## config.mk

```make
export PLATFORM = sky130hd
export DESIGN_NAME = accel_tilt_angle_filter_flat
export DESIGN_NICKNAME = d
export VERILOG_FILES = /design/src/rtl/core/ata_pkg.sv /design/src/rtl/core/ata_stream_if.sv /design/src/rtl/core/accel_tilt_angle_filter.sv /design/src/rtl/core/ata_isqrt.sv /design/src/rtl/core/ata_cordic.sv /design/src/rtl/core/ata_tilt.sv /design/src/flat_wrapper.sv
export SDC_FILE = /design/constraint.sdc
export NUM_CORES = 2
export LEC_CHECK = 0
export BUFFER_PORTS_ARGS = -buffer_cell sky130_fd_sc_hd__buf_2
export CORE_AREA = 2 2 276 278
export CTS_CLUSTER_DIAMETER = 50
export DETAILED_ROUTE_END_ITERATION = 6
export DIE_AREA = 0 0 278 280
export PLACE_DENSITY = 0.81
export SETUP_SLACK_MARGIN = 0.1
export SLEW_MARGIN = 10
export SYNTH_ARGS = -nofsm -noshare
export SYNTH_HDL_FRONTEND = slang
export SYNTH_SLANG_ARGS = --single-unit
```

## constraint.sdc

```tcl
create_clock -name i_clk -period 14.83 [get_ports i_clk]
set_input_delay 0.7415 -clock i_clk [delete_from_list [all_inputs] [get_ports i_clk]]
set_output_delay 0.7415 -clock i_clk [all_outputs]
set_load 0.005 [all_outputs]
```

## src/rtl/core/ata_pkg.sv

```systemverilog
// shared types, widths and constants for the tilt-angle filter
// no dependencies
`default_nettype none
package ata_pkg;

    localparam int unsigned AXIS_W  = 16;
    localparam int unsigned ANGLE_W = 24;
    localparam int unsigned ROOT_W  = 24;
    localparam int unsigned RAD_W   = 2 * ROOT_W;
    localparam int unsigned ALPHA_W = 16;
    localparam int unsigned OUT_W   = 16;

    localparam logic signed [ANGLE_W-1:0] ANGLE_LIMIT = 24'sd5898240;
    localparam logic [ALPHA_W-1:0] ALPHA_RESET = 16'd3277;

    typedef struct packed {
        logic signed [AXIS_W-1:0] accel_x;
        logic signed [AXIS_W-1:0] accel_y;
        logic signed [AXIS_W-1:0] accel_z;
    } t_sample;

    typedef struct packed {
        logic signed [OUT_W-1:0] pitch_deg;
        logic signed [OUT_W-1:0] roll_deg;
    } t_angles;

    // rounded atan(2^-i) in degrees times 65536
    function automatic logic [ANGLE_W-1:0] atan_lut(input logic [4:0] idx);
        logic [ANGLE_W-1:0] v;
        case (idx)
            5'd0:  v = 24'd2949120;
            5'd1:  v = 24'd1740967;
            5'd2:  v = 24'd919879;
            5'd3:  v = 24'd466945;
            5'd4:  v = 24'd234379;
            5'd5:  v = 24'd117304;
            5'd6:  v = 24'd58666;
            5'd7:  v = 24'd29335;
            5'd8:  v = 24'd14668;
            5'd9:  v = 24'd7334;
            5'd10: v = 24'd3667;
            5'd11: v = 24'd1833;
            5'd12: v = 24'd917;
            5'd13: v = 24'd458;
            5'd14: v = 24'd229;
            5'd15: v = 24'd115;
            5'd16: v = 24'd57;
            5'd17: v = 24'd29;
            5'd18: v = 24'd14;
            5'd19: v = 24'd7;
            5'd20: v = 24'd4;
            5'd21: v = 24'd2;
            5'd22: v = 24'd1;
            default: v = 24'd0;
        endcase
        return v;
    endfunction

endpackage
`default_nettype wire

```

## src/rtl/core/ata_stream_if.sv

```systemverilog
// valid/ready word channel with a typed payload
// no dependencies
`default_nettype none
interface ata_stream_if #(parameter type T = logic);
    logic valid;
    logic ready;
    T     data;
    modport source (output valid, output data, input ready);
    modport sink   (input valid, input data, output ready);
endinterface
`default_nettype wire

```

## src/rtl/core/accel_tilt_angle_filter.sv

```systemverilog
// steps from accepted word to result word: square, serial root bits, cordic load,
// CORDIC_ITERATIONS rotations, seed, filter, output register
// a seeding word skips the filter states; pitch and roll run in two tilt units side by side
// one word at a time: a new word is accepted only while idle, so the serial root and cordic
// loop set the word rate, which drops further while the previous result word waits for ready
// reset: synchronous active low, clears smoothed angles to zero, alpha to 3277
`default_nettype none
module accel_tilt_angle_filter #(
    parameter int unsigned CORDIC_ITERATIONS = 16
) (
    input  wire logic i_clk,
    input  wire logic i_rst_n,
    ata_stream_if.sink   i_in,
    ata_stream_if.sink   i_cfg,
    ata_stream_if.source o_out
);
    localparam int unsigned AW = ata_pkg::ANGLE_W;

    typedef enum logic [6:0] {
        S_IDLE = 7'b0000001,
        S_CALC = 7'b0000010,
        S_MULP = 7'b0000100,
        S_ADDP = 7'b0001000,
        S_MULR = 7'b0010000,
        S_ADDR = 7'b0100000,
        S_OUT  = 7'b1000000
    } t_state;

    t_state r_state, n_state;

    logic [ata_pkg::ALPHA_W-1:0] r_alpha;
    logic signed [AW-1:0] r_s_pitch, r_s_roll;
    logic signed [AW-1:0] tilt_pitch, tilt_roll;
    logic                 done_p, done_r;
    logic signed [AW:0]   diff;
    logic signed [AW+17:0] r_prod;
    logic signed [AW+1:0] step, upd, sel_s;
    logic signed [AW-1:0] upd_c;
    logic                 r_out_valid;
    ata_pkg::t_angles     r_out;
    logic signed [AW:0]   q_p, q_r;
    logic                 accept;
    ata_pkg::t_sample     smp;

    assign smp    = i_in.data;
    assign accept = i_in.valid && i_in.ready;
    assign i_in.ready  = (r_state == S_IDLE);
    assign i_cfg.ready = (r_state == S_IDLE);

    // alpha register, written only while idle
    always_ff @(posedge i_clk) begin
        if (!i_rst_n) begin
            r_alpha <= ata_pkg::ALPHA_RESET;
        end else if (i_cfg.valid && i_cfg.ready) begin
            r_alpha <= i_cfg.data;
        end
    end

    // pitch = atan2(x, |y,z|), roll = atan2(y, |x,z|)
    ata_tilt #(.ITERATIONS(CORDIC_ITERATIONS)) u_tilt_pitch (
        .i_clk   (i_clk),
        .i_rst_n (i_rst_n),
        .i_start (accept),
        .i_num   (smp.accel_x),
        .i_a     (smp.accel_y),
        .i_b     (smp.accel_z),
        .o_done  (done_p),
        .o_angle (tilt_pitch)
    );

    ata_tilt #(.ITERATIONS(CORDIC_ITERATIONS)) u_tilt_roll (
        .i_clk   (i_clk),
        .i_rst_n (i_rst_n),
        .i_start (accept),
        .i_num   (smp.accel_y),
        .i_a     (smp.accel_x),
        .i_b     (smp.accel_z),
        .o_done  (done_r),
        .o_angle (tilt_roll)
    );

    // shared filter multiplier: alpha * (raw - s), pitch then roll
    assign diff = (r_state == S_MULP) ? (AW+1)'(tilt_pitch) - (AW+1)'(r_s_pitch)
                                      : (AW+1)'(tilt_roll)  - (AW+1)'(r_s_roll);
    assign sel_s = (r_state == S_ADDP) ? (AW+2)'(r_s_pitch) : (AW+2)'(r_s_roll);
    // rounded floor shift by 16
    assign step  = (AW+2)'((r_prod + (AW+18)'(32768)) >>> 16);
    assign upd   = sel_s + step;

    always_comb begin
        if (upd > (AW+2)'(ata_pkg::ANGLE_LIMIT)) begin
            upd_c = ata_pkg::ANGLE_LIMIT;
        end else if (upd < -(AW+2)'(ata_pkg::ANGLE_LIMIT)) begin
            upd_c = -ata_pkg::ANGLE_LIMIT;
        end else begin
            upd_c = AW'(upd);
        end
    end

    always_comb begin
        n_state = r_state;
        unique case (r_state)
            S_IDLE: if (accept) n_state = S_CALC;
            S_CALC: begin
                if (done_p) begin
                    n_state = (r_s_pitch == '0 && r_s_roll == '0) ? S_OUT : S_MULP;
                end
            end
            S_MULP: n_state = S_ADDP;
            S_ADDP: n_state = S_MULR;
            S_MULR: n_state = S_ADDR;
            S_ADDR: n_state = S_OUT;
            S_OUT:  if (!r_out_valid || o_out.ready) n_state = S_IDLE;
            default: n_state = S_IDLE;
        endcase
    end

    always_ff @(posedge i_clk) begin
        if (!i_rst_n) begin
            r_state     <= S_IDLE;
            r_s_pitch   <= '0;
            r_s_roll    <= '0;
            r_out_valid <= 1'b0;
        end else begin
            r_state <= n_state;
            // seed both angles when the filter is still at zero
            if (r_state == S_CALC && done_p && r_s_pitch == '0 && r_s_roll == '0) begin
                r_s_pitch <= tilt_pitch;
                r_s_roll  <= tilt_roll;
            end
            if (r_state == S_ADDP) r_s_pitch <= upd_c;
            if (r_state == S_ADDR) r_s_roll  <= upd_c;
            if (r_state == S_OUT && (!r_out_valid || o_out.ready)) begin
                r_out_valid <= 1'b1;
            end else if (o_out.ready) begin
                r_out_valid <= 1'b0;
            end
        end
    end

    always_ff @(posedge i_clk) begin
        if (r_state == S_MULP || r_state == S_MULR) begin
            r_prod <= $signed({1'b0, r_alpha}) * diff;
        end
    end

    // q8.8 output with round half up
    assign q_p = ((AW+1)'(r_s_pitch) + (AW+1)'(128)) >>> 8;
    assign q_r = ((AW+1)'(r_s_roll)  + (AW+1)'(128)) >>> 8;

    always_ff @(posedge i_clk) begin
        if (r_state == S_OUT && (!r_out_valid || o_out.ready)) begin
            r_out.pitch_deg <= q_p[ata_pkg::OUT_W-1:0];
            r_out.roll_deg  <= q_r[ata_pkg::OUT_W-1:0];
        end
    end

    assign o_out.valid = r_out_valid;
    assign o_out.data  = r_out;

    // both tilt units run in lockstep
    a_lockstep: assert property (@(posedge i_clk) disable iff (!i_rst_n)
        done_p == done_r)
        else $error("tilt units out of step");

    a_pitch_range: assert property (@(posedge i_clk) disable iff (!i_rst_n)
        (r_s_pitch <= ata_pkg::ANGLE_LIMIT) && (r_s_pitch >= -ata_pkg::ANGLE_LIMIT))
        else $error("smoothed pitch out of range");

    a_roll_range: assert property (@(posedge i_clk) disable iff (!i_rst_n)
        (r_s_roll <= ata_pkg::ANGLE_LIMIT) && (r_s_roll >= -ata_pkg::ANGLE_LIMIT))
        else $error("smoothed roll out of range");

    a_accept_calc: assert property (@(posedge i_clk) disable iff (!i_rst_n)
        accept |=> (r_state == S_CALC))
        else $error("accepted word did not start calculation");
endmodule
`default_nettype wire

```

## src/rtl/core/ata_isqrt.sv

```systemverilog
// bit-serial restoring integer square root, one result bit per cycle
// depends on ata_pkg
`default_nettype none
module ata_isqrt (
    input  wire logic                        i_clk,
    input  wire logic                        i_rst_n,
    input  wire logic                        i_start,
    input  wire logic [ata_pkg::RAD_W-1:0]   i_value,
    output logic                             o_done,
    output logic [ata_pkg::ROOT_W-1:0]       o_root
);
    localparam int unsigned RW = ata_pkg::ROOT_W;

    logic [ata_pkg::RAD_W-1:0] r_val;
    logic [RW+1:0]             r_rem;
    logic [RW-1:0]             r_root;
    logic [4:0]                r_cnt;
    logic                      r_busy;
    logic                      r_done;
    logic [RW+3:0]             acc;
    logic [RW+3:0]             trial;

    // bring down two radicand bits, try the next root bit
    assign acc   = {r_rem, r_val[ata_pkg::RAD_W-1 -: 2]};
    assign trial = {2'b00, r_root, 2'b01};

    always_ff @(posedge i_clk) begin
        if (!i_rst_n) begin
            r_busy <= 1'b0;
            r_done <= 1'b0;
        end else begin
            r_done <= r_busy && (r_cnt == 5'(RW - 1));
            if (i_start) begin
                r_busy <= 1'b1;
            end else if (r_busy && (r_cnt == 5'(RW - 1))) begin
                r_busy <= 1'b0;
            end
        end
    end

    always_ff @(posedge i_clk) begin
        if (i_start) begin
            r_val  <= i_value;
            r_rem  <= '0;
            r_root <= '0;
            r_cnt  <= '0;
        end else if (r_busy) begin
            r_val <= {r_val[ata_pkg::RAD_W-3:0], 2'b00};
            r_cnt <= r_cnt + 5'd1;
            if (acc >= trial) begin
                r_rem  <= (RW+2)'(acc - trial);
                r_root <= {r_root[RW-2:0], 1'b1};
            end else begin
                r_rem  <= (RW+2)'(acc);
                r_root <= {r_root[RW-2:0], 1'b0};
            end
        end
    end

    assign o_done = r_done;
    assign o_root = r_root;
endmodule
`default_nettype wire

```

## src/rtl/core/ata_cordic.sv

```systemverilog
// iterative vectoring cordic, one micro-rotation per cycle
// depends on ata_pkg
`default_nettype none
module ata_cordic #(
    parameter int unsigned ITERATIONS = 16
) (
    input  wire logic                              i_clk,
    input  wire logic                              i_rst_n,
    input  wire logic                              i_start,
    input  wire logic [ata_pkg::ROOT_W-1:0]        i_x0,
    input  wire logic signed [ata_pkg::ANGLE_W-1:0] i_y0,
    output logic                                   o_done,
    output logic signed [ata_pkg::ANGLE_W-1:0]     o_angle
);
    localparam int unsigned IW = $clog2(ITERATIONS);
    localparam int unsigned XW = 27;
    localparam int unsigned ZW = ata_pkg::ANGLE_W + 1;

    logic signed [XW-1:0] r_x, r_y, dx, dy, n_x, n_y;
    logic signed [ZW-1:0] r_z, n_z, step;
    logic [IW-1:0]        r_i;
    logic                 r_busy, r_done, r_zero;
    logic signed [ata_pkg::ANGLE_W-1:0] r_angle;
    logic                 last;

    assign dx   = r_y >>> 5'(r_i);
    assign dy   = r_x >>> 5'(r_i);
    assign step = ZW'(signed'({1'b0, ata_pkg::atan_lut(5'(r_i))}));
    assign last = (r_i == IW'(ITERATIONS - 1));

    always_comb begin
        if (!r_y[XW-1]) begin
            n_x = r_x + dx;
            n_y = r_y - dy;
            n_z = r_z + step;
        end else begin
            n_x = r_x - dx;
            n_y = r_y + dy;
            n_z = r_z - step;
        end
    end

    always_ff @(posedge i_clk) begin
        if (!i_rst_n) begin
            r_busy <= 1'b0;
            r_done <= 1'b0;
        end else begin
            r_done <= r_busy && last;
            if (i_start) begin
                r_busy <= 1'b1;
            end else if (r_busy && last) begin
                r_busy <= 1'b0;
            end
        end
    end

    always_ff @(posedge i_clk) begin
        if (i_start) begin
            r_x    <= XW'(signed'({1'b0, i_x0}));
            r_y    <= XW'(i_y0);
            r_z    <= '0;
            r_i    <= '0;
            r_zero <= (i_x0 == '0) && (i_y0 == '0);
        end else if (r_busy) begin
            r_x <= n_x;
            r_y <= n_y;
            r_z <= n_z;
            r_i <= r_i + IW'(1);
            if (last) begin
                if (r_zero) begin
                    r_angle <= '0;
                end else if (n_z > ZW'(ata_pkg::ANGLE_LIMIT)) begin
                    r_angle <= ata_pkg::ANGLE_LIMIT;
                end else if (n_z < -ZW'(ata_pkg::ANGLE_LIMIT)) begin
                    r_angle <= -ata_pkg::ANGLE_LIMIT;
                end else begin
                    r_angle <= ata_pkg::ANGLE_W'(n_z);
                end
            end
        end
    end

    assign o_done  = r_done;
    assign o_angle = r_angle;
endmodule
`default_nettype wire

```

## src/rtl/core/ata_tilt.sv

```systemverilog
// one tilt angle: sum of squares, serial square root, cordic
// depends on ata_pkg, ata_isqrt, ata_cordic
`default_nettype none
module ata_tilt #(
    parameter int unsigned ITERATIONS = 16
) (
    input  wire logic                               i_clk,
    input  wire logic                               i_rst_n,
    input  wire logic                               i_start,
    input  wire logic signed [ata_pkg::AXIS_W-1:0]  i_num,
    input  wire logic signed [ata_pkg::AXIS_W-1:0]  i_a,
    input  wire logic signed [ata_pkg::AXIS_W-1:0]  i_b,
    output logic                                    o_done,
    output logic signed [ata_pkg::ANGLE_W-1:0]      o_angle
);
    typedef enum logic [3:0] {
        T_IDLE = 4'b0001,
        T_SQB  = 4'b0010,
        T_ROOT = 4'b0100,
        T_ROT  = 4'b1000
    } t_tstate;

    t_tstate r_state, n_state;
    logic signed [ata_pkg::AXIS_W-1:0] r_num, r_b;
    logic [31:0] r_sq, bb, sum;
    logic        root_done;
    logic [ata_pkg::ROOT_W-1:0] root;
    logic signed [ata_pkg::ANGLE_W-1:0] y0;
    logic signed [2*ata_pkg::AXIS_W-1:0] prod;

    assign prod = (r_state == T_SQB) ? r_b * r_b : i_a * i_a;
    assign bb   = 32'(unsigned'(prod));
    assign sum  = r_sq + bb;
    assign y0   = {r_num, 8'h00};

    always_comb begin
        n_state = r_state;
        unique case (r_state)
            T_IDLE: if (i_start) n_state = T_SQB;
            T_SQB:  n_state = T_ROOT;
            T_ROOT: if (root_done) n_state = T_ROT;
            T_ROT:  if (o_done) n_state = T_IDLE;
            default: n_state = T_IDLE;
        endcase
    end

    always_ff @(posedge i_clk) begin
        if (!i_rst_n) begin
            r_state <= T_IDLE;
        end else begin
            r_state <= n_state;
        end
    end

    always_ff @(posedge i_clk) begin
        if (r_state == T_IDLE && i_start) begin
            r_num <= i_num;
            r_b   <= i_b;
            r_sq  <= bb;
        end
    end

    ata_isqrt u_isqrt (
        .i_clk   (i_clk),
        .i_rst_n (i_rst_n),
        .i_start (r_state == T_SQB),
        .i_value ({sum[ata_pkg::RAD_W-17:0], 16'h0000}),
        .o_done  (root_done),
        .o_root  (root)
    );

    ata_cordic #(.ITERATIONS(ITERATIONS)) u_cordic (
        .i_clk   (i_clk),
        .i_rst_n (i_rst_n),
        .i_start (r_state == T_ROOT && root_done),
        .i_x0    (root),
        .i_y0    (y0),
        .o_done  (o_done),
        .o_angle (o_angle)
    );
endmodule
`default_nettype wire
```

## src/flat_wrapper.sv

```systemverilog
// flat-port wrapper written by rule: the top's interface ports become plain ports
module accel_tilt_angle_filter_flat 
#(
    parameter int unsigned CORDIC_ITERATIONS = 16
)
  (i_clk, i_rst_n, i_in_valid, i_in_data, i_in_ready, i_cfg_valid, i_cfg_data, i_cfg_ready, o_out_valid, o_out_data, o_out_ready);
  ata_stream_if i_in_i ();
  ata_stream_if i_cfg_i ();
  ata_stream_if o_out_i ();
  input  wire logic i_clk;
  input  wire logic i_rst_n;
  input wire logic [$bits(i_in_i.valid)-1:0] i_in_valid;
  input wire logic [$bits(i_in_i.data)-1:0] i_in_data;
  output wire logic [$bits(i_in_i.ready)-1:0] i_in_ready;
  input wire logic [$bits(i_cfg_i.valid)-1:0] i_cfg_valid;
  input wire logic [$bits(i_cfg_i.data)-1:0] i_cfg_data;
  output wire logic [$bits(i_cfg_i.ready)-1:0] i_cfg_ready;
  output wire logic [$bits(o_out_i.valid)-1:0] o_out_valid;
  output wire logic [$bits(o_out_i.data)-1:0] o_out_data;
  input wire logic [$bits(o_out_i.ready)-1:0] o_out_ready;
  assign i_in_i.valid = i_in_valid;
  assign i_in_i.data = i_in_data;
  assign i_in_ready = i_in_i.ready;
  assign i_cfg_i.valid = i_cfg_valid;
  assign i_cfg_i.data = i_cfg_data;
  assign i_cfg_ready = i_cfg_i.ready;
  assign o_out_valid = o_out_i.valid;
  assign o_out_data = o_out_i.data;
  assign o_out_i.ready = o_out_ready;
  accel_tilt_angle_filter #(.CORDIC_ITERATIONS(CORDIC_ITERATIONS)) u_core (.i_clk(i_clk), .i_rst_n(i_rst_n), .i_in(i_in_i), .i_cfg(i_cfg_i), .o_out(o_out_i));
endmodule
```

# Word level (Yosys, flattened, before mapping)
# Memory sizes are Yosys's and may differ from the RTL's. A register that Yosys moved wholly into a read port is not among the register bits.
# Cells that the tools add are included.
[classes] eq_ne=28 add_sub_neg=25 n_lt_le_gt_ge=8 bitwise_logic=2 reduce_logical=42 shift=4 mux=60 n_mul=3
[op_table] cell="$mux 24" n=12
[op_table] cell="$mux 48" n=4
[op_table] cell="$mux 27" n=6
[op_table] cell="$add 27x27->27" n=4
[op_table] cell="$sshr 27x4->27" n=4
[op_table] cell="$sub 27x27->27" n=4
[op_table] cell="$logic_not 24->1" n=4
[op_table] cell="$mux 26" n=3
[op_table] cell="$mux 25" n=3
[op_table] cell="$add 32x2->32" n=2
[op_table] cell="$ge 28x26->1" n=2
[op_table] cell="$sub 26x26->26" n=2
[op_table] cell="$add 25x25->25" n=2
[op_table] cell="$gt 25x24->1 const B" n=2
[op_table] cell="$lt 25x24->1 const B" n=2
[op_table] cell="$sub 24x24->25" n=2
[op_table] cell="$sub 25x25->25" n=2
[op_table] cell="$pmux 7 s7" n=1
[op_table] cell="$mux 23" n=2
[op_table] cell="$add 42x17->42 const B" n=1
[op_table] cell="$mul 13x25->38" n=1
[op_table] cell="$mux 4" n=9
[op_table] cell="$pmux 4 s4" n=2
[op_table] cell="$mux 7" n=4
[op_table] cell="other kinds (31)" n=92
[word_totals] reg_bits=578 n_memories=2 output_inout_bits=4 elab_cells=223 romBits=704 in_bits=7
[memory_table] name="(name not given)" words=16 word_bits=22 read_ports=1 rd_clocked_by_memory_dff=1 write_ports=0 line_no="ata_pkg.sv:30" source="case (idx)"
[memory_table] name="(name not given)" words=16 word_bits=22 read_ports=1 rd_clocked_by_memory_dff=1 write_ports=0 line_no="ata_pkg.sv:30"

# Longest topological paths before layout
[depth] ltp_word=7 depth_mapped=37 mapped_depth_nobuf=37

# Cells and area by module
# From an unflattened synthesis, not the netlist that was laid out.
[unflattened] hier_cells=10844 hier_area_um2=97161.9
[by_module_without_submodules] module="ata_tilt at u_core.u_tilt_pitch" instances=1 cells_per_inst=2333 area_per_inst_um2=21685.8 seq_area_each_um2=1971.9
[by_module_without_submodules] module="ata_tilt at u_core.u_tilt_roll" instances=1 cells_per_inst=2298 area_per_inst_um2=21528.1 seq_area_each_um2=1971.9
[by_module_without_submodules] module="accel_tilt_angle_filter" instances=1 cells_per_inst=1789 area_per_inst_um2=14457.6 seq_area_each_um2=1881.8
[by_module_without_submodules] module="ata_cordic at u_core.u_tilt_roll.u_cordic" instances=1 cells_per_inst=1630 area_per_inst_um2=14049.7 seq_area_each_um2=3403.3
[by_module_without_submodules] module="ata_cordic at u_core.u_tilt_pitch.u_cordic" instances=1 cells_per_inst=1670 area_per_inst_um2=13957.1 seq_area_each_um2=3403.3
[by_module_without_submodules] module="ata_isqrt at u_core.u_tilt_roll.u_isqrt" instances=1 cells_per_inst=573 area_per_inst_um2=5823.1 seq_area_each_um2=2582.5
[by_module_without_submodules] module="ata_isqrt at u_core.u_tilt_pitch.u_isqrt" instances=1 cells_per_inst=551 area_per_inst_um2=5660.4 seq_area_each_um2=2582.5

# Least setup slack after synthesis
# Ideal clock, no wire load.
[synth_path] path_type="register to register" startpoint="reg u_core.u_tilt_pitch.u_cordic.r_angle (netlist bit u_core.u_tilt_pitch.u_cordic.o_angle[0])" endpoint="reg u_core.r_prod[40], data pin" synth_period_minus_slack_ns=7.892 path_slack_ns=6.938 path_buffers=1 required_time_ns=14.570 path_stages_with_launch=35 arrival_ns=7.632 setup_time_ns=0.260 cell_sequence="edfxtp_1 > inv_1 > ha_1 > fa_1 > nand2b_1 > a21oi_1 > o2111ai_1 > o21ai_0 > a22oi_1 > o31a_1 > a31oi_1 > a311oi_1 > nand2_1 > clkbuf_1 > inv_1 > ha_1 > fa_1 > inv_1 > ha_1 > fa_1 > inv_1 > fa_1 > inv_1 > ha_1 > a21o_1 > a21oi_1 > o21ai_0 > a21o_1 > a31oi_1 > o21ai_0 > a21oi_1 > a21oi_1 > a21o_1 > a21oi_1 > xnor2_1"
[synth_via] elab_chain_len=3
[synth_rtl] item="start: declaration" line_no="ata_cordic.sv:23" source="logic signed [ata_pkg::ANGLE_W-1:0] r_angle;"
[synth_rtl] item="start signal: assignment" line_no="ata_cordic.sv:73" source="r_angle <= ata_pkg::ANGLE_LIMIT;"
[synth_rtl] item="start signal: assignment" line_no="ata_cordic.sv:75" source="r_angle <= -ata_pkg::ANGLE_LIMIT;"
[synth_rtl] item="start signal: assignment" line_no="ata_cordic.sv:77" source="r_angle <= ata_pkg::ANGLE_W'(n_z);"
[synth_rtl] item="$sub 24x24->25" line_no="accel_tilt_angle_filter.sv:83" source="assign diff = (r_state == S_MULP) ? (AW+1)'(tilt_pitch) - (AW+1)'(r_s_pitch)"
[synth_rtl] item="$mux 25" line_no="accel_tilt_angle_filter.sv:83"
[synth_rtl] item="$mul 13x25->38" line_no="accel_tilt_angle_filter.sv:143" source="r_prod <= $signed({1'b0, r_alpha}) * diff;"
[synth_rtl] item="end signal: assignment" line_no="accel_tilt_angle_filter.sv:143"
[synth_rtl] item="end: declaration" line_no="accel_tilt_angle_filter.sv:36" source="logic signed [AW+17:0] r_prod;"
# No other way between the ends.
# A chain may end at the register's enable or synchronous reset.

# Worst setup path in the final report
# Same ends and word-level chain as after synthesis.

==> key figures <==
STA
  • Final hold violation count: 0
  • RSZ-0062 raised after global routing: no
  • Setup TNS Final: 0 ns
  • Worst Setup Slack, final: just under 6 ns
  • Max_slew headroom: between 20 and 25%
  • Final setup violation count: 0
  • Clock Skew: approximately 0.025 ns
  • Least-Margin Pin Slew: ~1.2 ns
  • Max-slew violation count: 0
  • Tmin final: 8.93 ns
  • Fin crit share: approximately three fifths
  • Max Freq: around 0.11 GHz

Route
  • Post-DRT Antenna Nets: 0
  • 1st-iter DRT viols: between 3000 and 4000
  • Drt first pass iters: 6
  • Drc violations: 0
  • Routed WL per cell: ~18 um
  • DRT Wirelength: approximately 120000 um
  • Vias after detailed routing: approximately 40000
  • Via density: just over 6

Floorplanning
  • Starting Density: around 64%
  • Top Ports: 11
  • Die Ht: around 280 um
  • Die ar.: roughly 78000 sq um
  • Chip width: roughly 280 um
  • # rows: around 100
  • Core area: about 75000 sq um

Setup path
  • WP data arrival: 9.29 ns
  • CP endpoint kind: register
  • Crit start category: register
  • Critical Path RT: between 15 and 20 ns
  • Crit path kind: register to register
  • Worst flop-to-flop path endpoint: u_core.r_prod[40]$_DFFE_PP_
  • R2r setup slk: ~5.9 ns
  • R2R Path Start: u_core.u_tilt_pitch.u_cordic.o_angle[0]$_SDFFCE_PP0P_
  • Slowest-stage cell, CP: nand2_1
  • Crit-path max FO: 14
  • Slowest stage delay, CP: about 0.53 ns
  • R2R depth: 33

Clock network
  • Root Buffer: clkbuf_16
  • Worst skew pair latency: 0.64 ns
  • CTS tree: yes
  • Cts hold-fix bufs: 0
  • H-Tree Depth: 3
  • CTS sink cnt: 536
  • Post-CTS setup buffer count: 0
  • Cts bufs inserted: 79
  • Clock Path Buffers: 3
  • CTS resizes: 0
  • Clock transition at the registers of the reported paths: 0.06 ns

Synthesis
  • Sequential area share after synthesis: a little over a quarter
  • Post-synth ARST share: 0%
  • Post-synth cell types: a little under 90
  • Synthesized area: a little under 50000 sq um
  • Mapped Cells: between 5000 and 6000
  • Post-synth top flop: dfxtp_1
  • Number of synthesized flops with an enable pin: around 230
  • Post-Syn Nets: approximately 6100
  • Post-synthesis register bit count: approximately 540
  • Avg Cell Area, Syn: 8.70 sq um
  • Synth warn: 0

Layout
  • Most common cell after layout, fill and taps aside: nor2_1
  • Area delta synth->final: 7.04%
  • Commonest cells after routing, fill and taps aside: nor2_1, inv_1, a21oi_1, ha_1, nand2_1
  • Layout cells sized above 1: 7.46%
  • Layout Nets: between 6000 and 7000

Flow run
  • MaxCap Viol Count: 0

Worst hold path
  • Hold Path Class: input port to register
  • WHS Path Cells: 1
  • Hold Crit Start: i_in_data
  • Worst Hold Endpoint: u_core.u_tilt_roll.r_b[0]$_DFFE_PP_

Power
  • P_leak: between 0.02 and 0.025 uW
  • Pwr per Cell Area: around 140 nW/um^2
  • Peak supply drop: about 130 uV

Global route
  • Initial antenna violation count: 2
  • Vias in the first global route: 39200
  • GRT Util Overall: 30.5%
  • Largest net degree at the start of global routing: 81
  • First-pass GRT wire length: 197000 um
  • Global route overflow: 0

Placed design
  • Routability cong.: between 0.9 and 1
  • IO buf count: 10
  • DP Worst Slack: between 6 and 7 ns
  • DP Wirelength: 88800 um

Outcome
  • Outcome: complete, no violations
==> state kept, by name (all words and copies together) (netlist names), 25 cells and up <==
signal / cells
u_core.u_tilt_pitch.u_cordic.r_x: 27
u_core.u_tilt_pitch.u_cordic.r_y: 27
u_core.u_tilt_pitch.u_cordic.r_z: 25
u_core.u_tilt_pitch.u_isqrt.r_rem: 26
u_core.u_tilt_pitch.u_isqrt.r_val: 32
u_core.u_tilt_roll.u_cordic.r_x: 27
u_core.u_tilt_roll.u_cordic.r_y: 27
u_core.u_tilt_roll.u_cordic.r_z: 25
u_core.u_tilt_roll.u_isqrt.r_rem: 26
u_core.u_tilt_roll.u_isqrt.r_val: 32
==> per-stage QoR <==
step	util (%)	cell area, sq um	instances	power [uW]	hold WS [ns]
global route	69.0	51800	6517	7560	0.298
global placement	65.4	49200	6372	5020	0.437
CTS	68.9	51800	6517	7050	0.293
floorplan	-	48400	5568	4450	0.422
detailed placement	65.4	49200	6372	5120	0.446
finish	69.0	51800	6518	7060	0.320
==> critical path: cells and delay by family (launching register included) <==
kind	cells	cell delay, ns
AOI/OAI and AO/OA	17	3.86
adders and majority gates	8	3.18
and+or+nand+nor	2	0.72
buffers and inverters	5	0.48
DFF	1	0.35
xor gates and xnor gates	1	0.08
==> layer usage <==
metal / up-vias / part of all wire (%) / wire (um) / global-route usage, %
li1: 19700 / - / - / -
met1: 19200 / 44 / 52000 / 40.9
met2: 1311 / 46 / 55200 / 50.6
met3: 280 / 6.2 / 7390 / 3.72
met4: 2 / 3.8 / 4570 / 11.8
met5: - / 0.0084 / 10 / 0
==> how the worst max path moves through the flow <==
stage,slack (ns),from,to,depth (start not counted)
finish,5.90,u_core.u_tilt_pitch.u_cordic.o_angle[0]$_SDFFCE_PP0P_,u_core.r_prod[40]$_DFFE_PP_,33
global route,5.33,u_core.u_tilt_pitch.u_cordic.o_angle[0]$_SDFFCE_PP0P_,u_core.r_prod[40]$_DFFE_PP_,33
CTS,5.96,u_core.u_tilt_pitch.u_cordic.o_angle[0]$_SDFFCE_PP0P_,u_core.r_prod[40]$_DFFE_PP_,33
detailed placement,6.04,u_core.u_tilt_pitch.u_cordic.o_angle[0]$_SDFFCE_PP0P_,u_core.r_prod[40]$_DFFE_PP_,33
global placement,6.11,u_core.u_tilt_pitch.u_cordic.o_angle[0]$_SDFFCE_PP0P_,u_core.r_prod[40]$_DFFE_PP_,33
floorplan,6.94,u_core.u_tilt_pitch.u_cordic.o_angle[0]$_SDFFCE_PP0P_,u_core.r_prod[40]$_DFFE_PP_,34
==> synthesized netlist by cell type (129+ instances only) <==
cell	number	share of area, %
nor2_1	588	4.6
inv_1	472	3.7
a21oi_1	428	4.4
ha_1	401	10
nand2_1	377	2.9
dfxtp_1	308	13
o21ai_0	277	2.9
xnor2_1	258	4.7
edfxtp_1	228	14
mux2i_1	180	3.7
clkbuf_1	178	1.4
xor2_1	172	3.1
fa_1	132	5.5
a21o_1	129	2.0
==> layout make-up <==
class,instances,area (sq um)
multi-input combinational,4326,32800
clock inverter,52,562
sequential,536,13000
inverter,477,1790
timing repair buffer,55,388
antenna,1,2.50
tap,978,1220
clock buffer,93,2090
fill,5865,23300
==> power by group <==
part | leakage (uW) | total [uW] | internal, uW | switching (uW)
logic | 0.0158 | 3250 | 1400 | 1850
clock network | 0.00128 | 1900 | 1140 | 757
registers | 0.00461 | 1910 | 1770 | 141
total | 0.0217 | 7060 | 4310 | 2750
==> logic make-up after synthesis <==
logic type / share of synthesized area (%)
and+or+nand+nor: 16.4
AOI/OAI and AO/OA: 17.8
buffers and inverters: 5.59
DFF: 26.9
adders and majority gates: 15.8
xor gates and xnor gates: 7.78
muxes: 9.76
Power figures use the tool's default switching activity.
